File: src/hw/rtl/pwag_pkg.sv
package pwag_pkg;

  // Field and register widths
  localparam int SampleW = 16;
  localparam int MagW    = 17;
  localparam int RootW   = 16;
  localparam int GainW   = 18;
  localparam int CountW  = 20;
  localparam int CfgW    = 20;
  localparam int CfgIdxW = 2;
  localparam int AccW    = 34;
  localparam int WeightW = 16;
  localparam int SubW    = 20;
  localparam int StepW   = 5;

  // Register indexes on the configuration port
  localparam logic [CfgIdxW-1:0] RegWindowLength  = 2'd0;
  localparam logic [CfgIdxW-1:0] RegGainNumerator = 2'd1;
  localparam logic [CfgIdxW-1:0] RegGainFloor     = 2'd2;

  // Register reset values
  localparam logic [CountW-1:0] WindowLengthRst  = 20'd96000;
  localparam logic [GainW-1:0]  GainNumeratorRst = 18'd154202;
  localparam logic [GainW-1:0]  GainFloorRst     = 18'd3277;

  // Unity gain in Q2.16
  localparam logic [GainW-1:0] GainOne = 18'd65536;

  // Smoothing weights, 0.99 and 0.01 in Q0.16; they sum to 65536
  localparam logic [WeightW-1:0] AvgKeepWeight = 16'd64881;
  localparam logic [WeightW-1:0] AvgNewWeight  = 16'd655;

  // Iteration counts of the shared compare-subtract unit
  localparam int SqrtSteps = 16;
  localparam int DivSteps  = GainW;

endpackage

File: src/hw/rtl/peak_window_audio_gain.sv
// Peak-window audio gain estimator.
//
// Input channel (in_valid_i / in_stall_o) takes one complex sample word per
// handshake: sample_i_i and sample_q_i, two's complement. Output channel
// (out_valid_o / out_stall_i) carries one smoothed_gain_o word, unsigned
// Q2.16, on the last sample of each window; other samples give no word.
// The configuration port writes window_length, gain_numerator and gain_floor
// by index on any cycle with cfg_we_i high; write only while the block idles.
//
// Sequence: a sample is taken in the idle state and squared on the shared
// multiplier (I^2, then Q^2). It then passes through 16 iterations of the
// shared compare-subtract unit for the integer square root, and the root
// updates the peak and the sample count. A window-ending sample adds
// 18 divide iterations on the same compare-subtract unit, a clamp step,
// the average on the shared multiplier (keep term, then new term) and a
// step that loads the output register, which drives out_valid_o.
// A window that ends on a zero peak skips the divide.
// in_stall_o stays high while a sample is in work.
// A receiver stall holds the output word; the block keeps taking samples
// until it has a new word to load while the old one still waits.
// Reset (rst_ni low) restores register defaults, clears peak and count, and
// sets the average gain to 1.0.
module peak_window_audio_gain (
  input  logic                            clk_i,
  input  logic                            rst_ni,
  input  logic                            in_valid_i,
  output logic                            in_stall_o,
  input  logic signed [pwag_pkg::SampleW-1:0] sample_i_i,
  input  logic signed [pwag_pkg::SampleW-1:0] sample_q_i,
  output logic                            out_valid_o,
  input  logic                            out_stall_i,
  output logic [pwag_pkg::GainW-1:0]      smoothed_gain_o,
  input  logic                            cfg_we_i,
  input  logic [pwag_pkg::CfgIdxW-1:0]    cfg_index_i,
  input  logic [pwag_pkg::CfgW-1:0]       cfg_data_i
);
  import pwag_pkg::*;

  typedef enum logic [3:0] {
    StIdle,
    StSqI,
    StSqQ,
    StSqrt,
    StUpdate,
    StDiv,
    StClamp,
    StMulKeep,
    StMulNew,
    StPush
  } state_e;

  state_e state_q, state_d;

  // Configuration registers
  logic [CountW-1:0] len_q, len_d;
  logic [GainW-1:0]  num_q, num_d;
  logic [GainW-1:0]  floor_q, floor_d;

  // Block state
  logic [MagW-1:0]   peak_q, peak_d;
  logic [CountW-1:0] count_q, count_d;
  logic [GainW-1:0]  raw_q, raw_d;    // raw gain; doubles as quotient shifter
  logic [GainW-1:0]  avg_q, avg_d;

  // Working registers
  logic [SampleW-1:0] ai_q, ai_d;
  logic [SampleW-1:0] aq_q, aq_d;
  logic [AccW-1:0]    acc_q, acc_d;   // sum of squares, radicand, products
  logic [GainW-1:0]   rem_q, rem_d;   // square root and divide remainder
  logic [RootW-1:0]   root_q, root_d;
  logic [StepW-1:0]   steps_q, steps_d;

  // Output register
  logic              out_valid_q, out_valid_d;
  logic [GainW-1:0]  gain_out_q, gain_out_d;

  // Shared units
  logic [GainW-1:0]   mul_a;
  logic [WeightW-1:0] mul_b;
  logic [AccW-1:0]    mul_p;
  logic [SubW-1:0]    sub_a, sub_b;
  logic [SubW:0]      sub_diff;
  logic               sub_ge;

  // Helpers
  logic [SampleW-1:0] abs_i, abs_q;
  logic [SubW-1:0]    sqrt_rem_sh;
  logic [GainW-1:0]   div_rem_sh;
  logic [MagW-1:0]    mag, peak_new;
  logic [CountW-1:0]  count_inc;
  logic               out_free;

  assign abs_i = sample_i_i[SampleW-1] ? (~sample_i_i + SampleW'(1)) : sample_i_i;
  assign abs_q = sample_q_i[SampleW-1] ? (~sample_q_i + SampleW'(1)) : sample_q_i;

  // Bring down the next two radicand bits, or the next dividend bit
  assign sqrt_rem_sh = {rem_q, acc_q[31:30]};
  assign div_rem_sh  = {rem_q[GainW-2:0], raw_q[GainW-1]};

  assign mag       = {1'b0, root_q};
  assign peak_new  = (mag > peak_q) ? mag : peak_q;
  assign count_inc = count_q + CountW'(1);
  assign out_free  = !out_valid_q || !out_stall_i;

  // Operand select for the shared multiplier and compare-subtract unit
  always_comb begin
    mul_a = {2'b00, ai_q};
    mul_b = ai_q;
    sub_a = sqrt_rem_sh;
    sub_b = {2'b00, root_q, 2'b01};
    unique case (state_q)
      StSqQ: begin
        mul_a = {2'b00, aq_q};
        mul_b = aq_q;
      end
      StMulKeep: begin
        mul_a = avg_q;
        mul_b = AvgKeepWeight;
      end
      StMulNew: begin
        mul_a = raw_q;
        mul_b = AvgNewWeight;
      end
      StDiv: begin
        sub_a = {2'b00, div_rem_sh};
        sub_b = {3'b000, peak_q};
      end
      default: begin
      end
    endcase
  end

  assign mul_p    = AccW'(mul_a) * AccW'(mul_b);
  assign sub_diff = {1'b0, sub_a} - {1'b0, sub_b};
  assign sub_ge   = !sub_diff[SubW];

  always_comb begin
    state_d     = state_q;
    len_d       = len_q;
    num_d       = num_q;
    floor_d     = floor_q;
    peak_d      = peak_q;
    count_d     = count_q;
    raw_d       = raw_q;
    avg_d       = avg_q;
    ai_d        = ai_q;
    aq_d        = aq_q;
    acc_d       = acc_q;
    rem_d       = rem_q;
    root_d      = root_q;
    steps_d     = steps_q;
    out_valid_d = out_valid_q;
    gain_out_d  = gain_out_q;

    // Drop the output word once taken
    if (out_valid_q && !out_stall_i) begin
      out_valid_d = 1'b0;
    end

    unique case (state_q)
      StIdle: begin
        if (in_valid_i) begin
          ai_d    = abs_i;
          aq_d    = abs_q;
          state_d = StSqI;
        end
      end
      StSqI: begin
        acc_d   = mul_p;
        state_d = StSqQ;
      end
      StSqQ: begin
        acc_d   = acc_q + mul_p;
        rem_d   = '0;
        root_d  = '0;
        steps_d = StepW'(SqrtSteps - 1);
        state_d = StSqrt;
      end
      StSqrt: begin
        // One root bit per step
        if (sub_ge) begin
          rem_d  = sub_diff[GainW-1:0];
          root_d = {root_q[RootW-2:0], 1'b1};
        end else begin
          rem_d  = sqrt_rem_sh[GainW-1:0];
          root_d = {root_q[RootW-2:0], 1'b0};
        end
        acc_d = {acc_q[AccW-3:0], 2'b00};
        if (steps_q == '0) begin
          state_d = StUpdate;
        end else begin
          steps_d = steps_q - StepW'(1);
        end
      end
      StUpdate: begin
        peak_d = peak_new;
        if (count_inc < len_q) begin
          count_d = count_inc;
          state_d = StIdle;
        end else begin
          count_d = '0;
          if (peak_new != '0) begin
            // Load the dividend into the quotient shifter
            raw_d   = num_q;
            rem_d   = '0;
            steps_d = StepW'(DivSteps - 1);
            state_d = StDiv;
          end else begin
            // Zero peak: keep the previous raw gain
            state_d = StClamp;
          end
        end
      end
      StDiv: begin
        if (sub_ge) begin
          rem_d = sub_diff[GainW-1:0];
        end else begin
          rem_d = div_rem_sh;
        end
        raw_d = {raw_q[GainW-2:0], sub_ge};
        if (steps_q == '0) begin
          state_d = StClamp;
        end else begin
          steps_d = steps_q - StepW'(1);
        end
      end
      StClamp: begin
        if (raw_q <= floor_q) begin
          raw_d = floor_q;
        end
        peak_d  = '0;
        state_d = StMulKeep;
      end
      StMulKeep: begin
        acc_d   = mul_p;
        state_d = StMulNew;
      end
      StMulNew: begin
        acc_d   = acc_q + mul_p;
        state_d = StPush;
      end
      StPush: begin
        // Hold here until the output register frees up
        if (out_free) begin
          gain_out_d  = acc_q[AccW-1:AccW-GainW];
          avg_d       = acc_q[AccW-1:AccW-GainW];
          raw_d       = acc_q[AccW-1:AccW-GainW];
          out_valid_d = 1'b1;
          state_d     = StIdle;
        end
      end
      default: begin
        state_d = StIdle;
      end
    endcase

    if (cfg_we_i) begin
      unique case (cfg_index_i)
        RegWindowLength:  len_d   = cfg_data_i;
        RegGainNumerator: num_d   = cfg_data_i[GainW-1:0];
        RegGainFloor:     floor_d = cfg_data_i[GainW-1:0];
        default: begin
        end
      endcase
    end
  end

  always_ff @(posedge clk_i or negedge rst_ni) begin
    if (!rst_ni) begin
      state_q     <= StIdle;
      len_q       <= WindowLengthRst;
      num_q       <= GainNumeratorRst;
      floor_q     <= GainFloorRst;
      peak_q      <= '0;
      count_q     <= '0;
      raw_q       <= GainOne;
      avg_q       <= GainOne;
      steps_q     <= '0;
      out_valid_q <= 1'b0;
    end else begin
      state_q     <= state_d;
      len_q       <= len_d;
      num_q       <= num_d;
      floor_q     <= floor_d;
      peak_q      <= peak_d;
      count_q     <= count_d;
      raw_q       <= raw_d;
      avg_q       <= avg_d;
      steps_q     <= steps_d;
      out_valid_q <= out_valid_d;
    end
  end

  // Datapath registers, no reset
  always_ff @(posedge clk_i) begin
    ai_q       <= ai_d;
    aq_q       <= aq_d;
    acc_q      <= acc_d;
    rem_q      <= rem_d;
    root_q     <= root_d;
    gain_out_q <= gain_out_d;
  end

  assign in_stall_o      = (state_q != StIdle);
  assign out_valid_o     = out_valid_q;
  assign smoothed_gain_o = gain_out_q;

endmodule

File: config.mk
export PLATFORM = sky130hd
export DESIGN_NAME = peak_window_audio_gain
export DESIGN_NICKNAME = d
export VERILOG_FILES = /design/src/hw/rtl/pwag_pkg.sv /design/src/hw/rtl/peak_window_audio_gain.sv
export SDC_FILE = /design/constraint.sdc
export NUM_CORES = 1
export LEC_CHECK = 0
export ABC_AREA = 1
export BUFFER_PORTS_ARGS = -buffer_cell sky130_fd_sc_hd__buf_4
export CAP_MARGIN = 15
export CORE_MARGIN = 4
export CORE_UTILIZATION = 45
export DETAILED_ROUTE_END_ITERATION = 10
export GPL_TIMING_DRIVEN = 0
export PLACE_DENSITY = 0.59
export SYNTH_ARGS = -nofsm -noshare
export SYNTH_HDL_FRONTEND = slang
export SYNTH_SLANG_ARGS = --single-unit
File: constraint.sdc
create_clock -name clk_i -period 10.57 [get_ports clk_i]
set_input_delay 1.057 -clock clk_i [delete_from_list [all_inputs] [get_ports clk_i]]
set_output_delay 1.057 -clock clk_i [all_outputs]
set_load 0.02 [all_outputs]
---- After elaboration in Yosys (flattened, before gate mapping) ----
Index checks and enable logic that the tools add are counted.
word-level totals
  bits in registers ....................... 257
  bits in latches ......................... 0
  RAM bits ................................ 0
  bits in read-only memories .............. 0
  input port bits ......................... 59
  output and inout bits ................... 20
  logic and storage cells ................. 113
  memories kept ........................... 0
cells by class
  add/sub/neg operators ................... 6
  $mul .................................... 1
  div/mod/pow operators ................... 0
  order comparisons ....................... 3
  eq/ne operators ......................... 19
  shifts and indexed selects .............. 0
  multiplexer cells ....................... 36
  bitwise logic cells ..................... 2
  reduce and logical (&&, ||, !) cells .... 28
operator list
  cell                   number
  $mux 18                9
  $pmux 18 s4            2
  $pmux 34 s3            1
  $pmux 18 s3            1
  $pmux 16 s3            1
  $mux 20                2
  $pmux 4 s10            1
  $add 34x34->34         1
  $mul 18x16->34         1
  $pmux 17 s2            1
  $add 16x2->16 const B  2
  $not 16->16            2
  $pmux 16 s2            1
  $mux 15                2
  $sub 20x20->21         1
  $add 20x1->20 const B  1
  $lt 20x20->1           1
  $le 18x18->1           1
  $gt 16x17->1           1
  $mux 17                1
  $reduce_bool 17->1     1
  $eq 4x3->1 const B     4
  $mux 4                 4
  $ne 2x2->1 const B     8
  other kinds (25)       45

---- Depth between registers and ports, before layout ----
Gate-level depths: netlist (run 1).
  depth after elaboration ................. 6
  mapped depth ............................ 48
  mapped depth without buffers ............ 46

---- Worst setup path after synthesis (run 1) ----
OpenSTA, ideal clock, no wires.
  path type ............................... register -> register
  start ................................... register state_q[1]
  end ..................................... register acc_q[31], data pin
  library setup time ...................... 0.265 ns
  arrival ................................. 8.038 ns
  data required time ...................... 10.305 ns
  slack ................................... 2.268 ns
  stages on the path, launching flop included .. 45
  cells stage by stage .................... dfrtp_1 inv_1 nor2_2 nand2_2 inv_2 nor2_8 inv_2 nor2_2 inv_2 buf_4 buf_4 o22ai_1 buf_2 nor2_1 fa_1 inv_1 fa_1 fa_1 [... 9 more ...] a21oi_1 a21boi_0 o21ai_1 a21oi_1 nand2_1 and2_1 ha_1 nand2_1 nor4_1 nand3_1 nand3_1 nand2_1 nand2_1 nand3_1 nand2_1 nand2_1 nand3_1 o211ai_1
between the ends
  longest elaborated chain between the ends .. 5
  elaborated cells on any way between the ends .. 12
  those cells by class .................... add/sub: 1; mul: 1; eq/ne: 5; mux: 3; reduce/logical: 2
ends and longest elaborated chain
  what                                               line                                                          source
  from (decl)                                        peak_window_audio_gain.sv:52                                  state_e state_q, state_d;
  from (signal assigned)                             peak_window_audio_gain.sv:270                                 state_q <= StIdle;
  from (signal assigned)                             peak_window_audio_gain.sv:281                                 state_q <= state_d;
  $eq 4x4->1, or another cell as far along           peak_window_audio_gain.sv:111, peak_window_audio_gain.sv:160
  $pmux 18 s3 / $pmux 16 s3 (equally long branches)  peak_window_audio_gain.sv:111                                 unique case (state_q)
  $mul 18x16->34                                     peak_window_audio_gain.sv:133                                 assign mul_p = AccW'(mul_a) * AccW'(mul_b);
  $add 34x34->34                                     peak_window_audio_gain.sv:173, peak_window_audio_gain.sv:239
  $pmux 34 s3 *                                      peak_window_audio_gain.sv:160                                 unique case (state_q)
  via acc_d[31]                                      peak_window_audio_gain.sv:68                                  logic [AccW-1:0] acc_q, acc_d;
  to (signal assigned)                               peak_window_audio_gain.sv:298                                 acc_q <= acc_d;
  to (decl)                                          peak_window_audio_gain.sv:68
The timed path passes the listed nets; every way through them passes the cells marked *.
A chain may end at the register's enable or synchronous reset.

---- Worst setup path after layout (run 1) ----
  start ................................... register state_q[3]
  end ..................................... register acc_q[33], data pin
Same word-level chain as after synthesis.

==> run metrics, run 1 <==
status=finished, final reports clean; drt drc=0; die area=62300 µm²; DRT iter0 DRCs=1761; DR WL/cell=19.9 µm; GRT Total Usage=26.8%; Avg Cell Area, Syn=7.90 µm²; Hold Path Class=reg2reg; Initial Util=45.5%; post-synth net total=3823; initial antenna violation count=1; Ys Warns=0; num rows=88; I/O Buffers=76; WL final=84300 µm; Synth Flop Type=edfxtp_1; M2 GR Usage=39.6%; crit path launch=state_q[3]; Slew Viols, Final=0; CTS Buf Count=34; post-synth top area cell=fa_1; IO Count=79; Root Buffer=clkbuf_16; # Max-Cap Violations=0; largest delay contributor family on the critical path=adder cells; setup repair after global routing missed its margin=yes; die width=250 µm; proportion of layout cells with a drive suffix above 1=7.84%; Slew HR=39.0%; CP max-delay cell=fa_1; most frequent cell after synthesis=nand2_1; Syn Std Cell Area=26200 µm²; synthesized flop and latch total=257; worst hold stages=2; required time worst endpoint=10.87 ns; Clock transition at path regs=0.06 ns; clock latency at the later pin of the worst-skew pair=0.57 ns; number of global-route vias before repair=23200; Crit Path Max Fanout=10; Final Hold Viols=0; slew at the pin closest to its max-slew limit=0.913 ns; non-filler cells, final=4236; CP Capture Type=flip-flop; GP Congestion=0.988; DP Wirelength=67900 µm; Area Growth Syn to Fin=11.0%; Filler Cells Inserted=5643; Hold Path End=steps_q[1]; Die Ht=250 µm; final core utilization=50.5%; Seq/Total Area, Yosys=26.9%; final setup TNS=0 ns; GRT overflow=0; CTS Sinks=257; Final Net Count=3943; largest net degree at the start of global routing=81; final setup violation count=0; slowest stage delay, CP=0.59 ns; Reg2Reg Depth=37; Post-synth ARST share=54.1%; first-pass GRT wire length=132000 µm; r2r startpoint=state_q[3]; DP Cell Count=4169; htree depth=2; FMAX=98.1 MHz; Via Count=23000; met1 Track Usage GR=39.2%; CTS tree=yes; synth top area cells=fa_1 17%, edfxtp_1 14%, dfrtp_1 11%, ha_1 10%, nand2_1 10%; Most Frequent Cell on Critical Path=fa_1; Core Area=57700 µm²; met3 usage=6.57%; count of cell types in the netlist=68; hold path start=steps_q[1]; Post-Syn Instances=3324; DRT antenna net count=0; Synth top area share=17.1%; Critical Path Source Type=flip-flop; DRT Pass-1 Iters=7; Max Buffers Root-to-Sink=3; Worst R2R End=acc_q[33]; final worst-path cycle share=96.4%; Bufs and invs on worst path=9; Via density=5.42; kind of critical path=reg2reg; clk_skew=0.0369 ns; busiest layer in global routing=met2; Worst Path Arrival=10.50 ns; post-route minimum period=10.19 ns; flop-to-flop setup slack=0.38 ns; most frequent cells after synthesis=711 x nand2_1, 637 x inv_1, 315 x nor2_1; Post-synth EDFFs=118
==> what timing repair did <==
action	CTS	global route
buffers inserted	0	4
resized for setup	2	35
endpoints found under the setup margin	1	10
hold buffers	0	0
==> worst max path at each step <==
stage	slack, ns	endpoint	cells after the start
3_5_place_dp	-0.12	acc_q[33]	39
2_1_floorplan	2.27	acc_q[31]	44
3_3_place_gp	-0.07	acc_q[33]	39
5_1_grt	-0.07	acc_q[33]	39
6_report	0.38	acc_q[33]	37
4_1_cts	0.04	acc_q[33]	36
==> cell usage in the layout, fill, tap and decap left out, drive strengths merged, types with 38 or more instances in the layout <==
cell type	count
nand2	714
inv	649
nor2	325
o21ai	241
fa	224
ha	216
a21oi	149
buf	119
edfxtp	118
dfrtp	114
nand3	94
clkbuf	94
xor2	58
o22ai	50
nand4	38
==> kinds of logic after synthesis <==
family / after synthesis / synth area share [%]
DFF: 257 / 26.9
AOI/OAI and AO/OA: 564 / 12.7
xor gates and xnor gates: 83 / 2.77
and+or+nand+nor: 1239 / 19.5
buffers and inverters: 741 / 10.8
adders and majority gates: 440 / 27.4
==> worst reg2reg max path, delay by kind of cell (launching register included) <==
kind                       cells  cell delay [ns]
AOI/OAI and AO/OA              6             1.71
xor gates and xnor gates       1             0.35
buffers and inverters          9             1.27
DFF                            1             0.39
and+or+nand+nor               13             2.21
adders and majority gates      8             4.02
==> area by class of cell <==
| cell class | instances | area (µm²) | area share [%] |
|---|---|---|---|
| Timing Repair Buffer | 84 | 669 | 2.30 |
| Sequential cell | 257 | 7050 | 24.2 |
| Buffer | 88 | 393 | 1.35 |
| Multi-Input combinational cell | 2326 | 16500 | 56.5 |
| Clock buffer | 41 | 927 | 3.18 |
| Tap cell | 765 | 957 | 3.28 |
| Antenna cell | 1 | 2.50 | 0.00859 |
| Inverter | 653 | 2470 | 8.46 |
| Clock inverter | 21 | 204 | 0.700 |
==> stage by stage <==
step	worst slack (ns)	hold slack, ns	area (µm²)
finish	0.376	0.475	29100
global route	-0.0655	0.503	29100
CTS	0.0415	0.476	29000
detailed placement	-0.120	0.466	27900
global placement	-0.0733	0.465	27800
floorplan	2.27	0.442	26200
==> per-layer routing <==
metal / part of all wire (%) / routed length (µm)
met1: 46 / 38800
met2: 42 / 35800
met3: 8.6 / 7240
met4: 2.9 / 2440
met5: 0.024 / 20
==> sequential cells by signal, summed over array words and instances (netlist names), 18 cells and up <==
name and flops:
acc_q 34, count_q 20, len_q 20, avg_q 18
floor_q 18, num_q 18, raw_q 18, rem_q 18
smoothed_gain_o 18
Power of run 1 is not shown: default switching activity piles up to over one toggle a cycle in this logic, so the estimate is an artifact.
==> inputs of run 2 (changes only) <==
--- a/config.mk
+++ b/config.mk
@@ -8,7 +8,7 @@
 export ABC_AREA = 1
 export BUFFER_PORTS_ARGS = -buffer_cell sky130_fd_sc_hd__buf_4
 export CAP_MARGIN = 15
-export CORE_MARGIN = 4
+export CORE_MARGIN = 1
 export CORE_UTILIZATION = 45
 export DETAILED_ROUTE_END_ITERATION = 10
 export GPL_TIMING_DRIVEN = 0
==> run 2 against run 1 <==
Final area shrank 0.12%. Clock skew shrank 0.0017 ns. First-iteration DRC count grew 2.5%. Clock-buffer cell count is the same. Critical path depth grew 4. Hold slack lost 0.10 ns. Utilization shrank 0.063 points. Global-route usage grew 1.1 points. Non-clock buffer count grew 1. Die area shrank 4.8%. Routed wire length shrank 3.0%. Highest routed layer is now met4.
==> run metrics, run 2 (synthesis results as in run 1) <==
die width=244 µm; DRT iter0 DRCs=1805; Filler Cells Inserted=5621; CTS tree=yes; num rows=88; CTS Buf Count=31; Area Growth Syn to Fin=10.9%; drt drc=0; GRT Total Usage=27.8%; Die Ht=244 µm; kind of critical path=reg2reg; # Max-Cap Violations=0; Largest regs=acc_q x34, count_q x20, len_q x20; post-route minimum period=10.15 ns; Core Area=57700 µm²; Hold Path Class=in2async; WHS=0.371 ns; final setup violation count=0; status=finished, final reports clean; Max Buffers Root-to-Sink=3; Critical Path Source Type=flip-flop; CP Capture Type=flip-flop; GP Congestion=0.990; clock latency at the later pin of the worst-skew pair=0.61 ns; FMAX=98.5 MHz; WL final=81700 µm; slew at the pin closest to its max-slew limit=1.05 ns; final worst-path cycle share=96.0%; Via density=5.45; commonest non-fill, non-tap cells in the layout=710 x nand2_1, 637 x inv_1, 308 x nor2_1; Worst Path Arrival=10.50 ns; final setup TNS=0 ns; first-pass GRT wire length=130000 µm; setup repair after global routing missed its margin=no; clk_skew=0.0352 ns; max FFs per register=34; DP Wirelength=65800 µm; Crit Path Max Fanout=10; most common cell after layout, fill and taps aside=nand2_1; Initial Util=45.5%; DRT antenna net count=0; htree depth=1; DR WL/cell=19.3 µm; die area=59300 µm²; required time worst endpoint=10.92 ns; DRT Pass-1 Iters=6; Clock transition at path regs=0.06 ns; initial antenna violation count=0; proportion of layout cells with a drive suffix above 1=7.64%; GRT overflow=0; slowest stage delay, CP=0.88 ns; CP max-delay cell=nor2_1; Largest Register=acc_q; Via Count=23100; Slew HR=29.5%; Most Frequent Cell on Critical Path=inv_1; largest net degree at the start of global routing=97; IO Count=79; I/O Buffers=76; hold_buf cts=0; Final Hold Viols=0; Root Buffer=clkbuf_16; CTS Sinks=257; Final Net Count=3941; number of global-route vias before repair=23000; Slew Viols, Final=0
-- run 2: changes by cell type in the layout (fill, tap and decap cells not counted), moves of 2 or more --
cell,before,now
inv_4,0,2
buf_4,81,83
buf_6,6,4
clkinv_4,3,0
a21oi_4,4,2
nor2_1,306,308
a21oi_2,2,4
clkbuf_1,52,55
clkinv_2,7,3
bufinv_16,1,4
-- run 2: metal layers --
layer | wire length (µm) | part of all wire [%] | track usage (%)
met4 | 1790 | 2.2 | 6.12
met2 | 35100 | 43 | 41.8
met1 | 39100 | 48 | 42.4
met5 | 0 | 0 | 0
met3 | 5720 | 7.0 | 3.68
-- run 2: layout make-up --
| cell class | count | area [µm²] | area share (%) |
|---|---|---|---|
| clock inverter | 17 | 221 | 0.761 |
| timing repair buffer | 85 | 677 | 2.33 |
| clock buffer | 41 | 896 | 3.08 |
| multi-input combinational | 2326 | 16400 | 56.5 |
| inverter | 653 | 2460 | 8.46 |
| tap | 765 | 957 | 3.29 |
| buffer | 88 | 393 | 1.35 |
| antenna | 1 | 2.50 | 0.00860 |
| sequential | 257 | 7050 | 24.2 |
-- run 2: critical path: cells and delay by family (launching register included) --
| family | cells | cell delay [ns] |
|---|---|---|
| compound gates | 6 | 1.33 |
| flops | 1 | 0.40 |
| xor+xnor | 1 | 0.36 |
| simple gates | 15 | 2.89 |
| buf+inv | 11 | 1.27 |
| fa+ha+maj | 8 | 3.63 |
-- run 2: repair_timing --
item	in CTS	in global routing
gates resized for setup	0	29
endpoints found under the setup margin	0	11
setup buffers	0	6
-- run 2: stage by stage --
step | setup slack [ns] | std cells | instance area [µm²] | util [%]
3_3_place_gp | 0.0164 | 4165 | 27800 | 48.1
2_1_floorplan | 2.27 | 3324 | 26200 | -
4_1_cts | 0.00318 | 4226 | 29000 | 50.2
5_1_grt | 0.0130 | 4232 | 29100 | 50.4
6_report | 0.419 | 4233 | 29100 | 50.4
3_5_place_dp | 0.0274 | 4168 | 27900 | 48.3
-- run 2: final timing paths --
| check | startpoint | to | slack [ns] | depth (start not counted) |
|---|---|---|---|---|
| hold / removal | rst_ni | count_q[18] | 0.37 | 1 |
| setup / recovery | state_q[3] | acc_q[33] | 0.42 | 41 |
| setup reg to reg | state_q[3] | acc_q[33] | 0.42 | 41 |
| hold reg to reg | steps_q[1] | steps_q[1] | 0.47 | 2 |
| min in group clk_i | steps_q[1] | steps_q[1] | 0.47 | 2 |
| max in group asynchronous | rst_ni | peak_q[12] | 9.32 | 2 |
Power of run 2 is left out for the same reason.
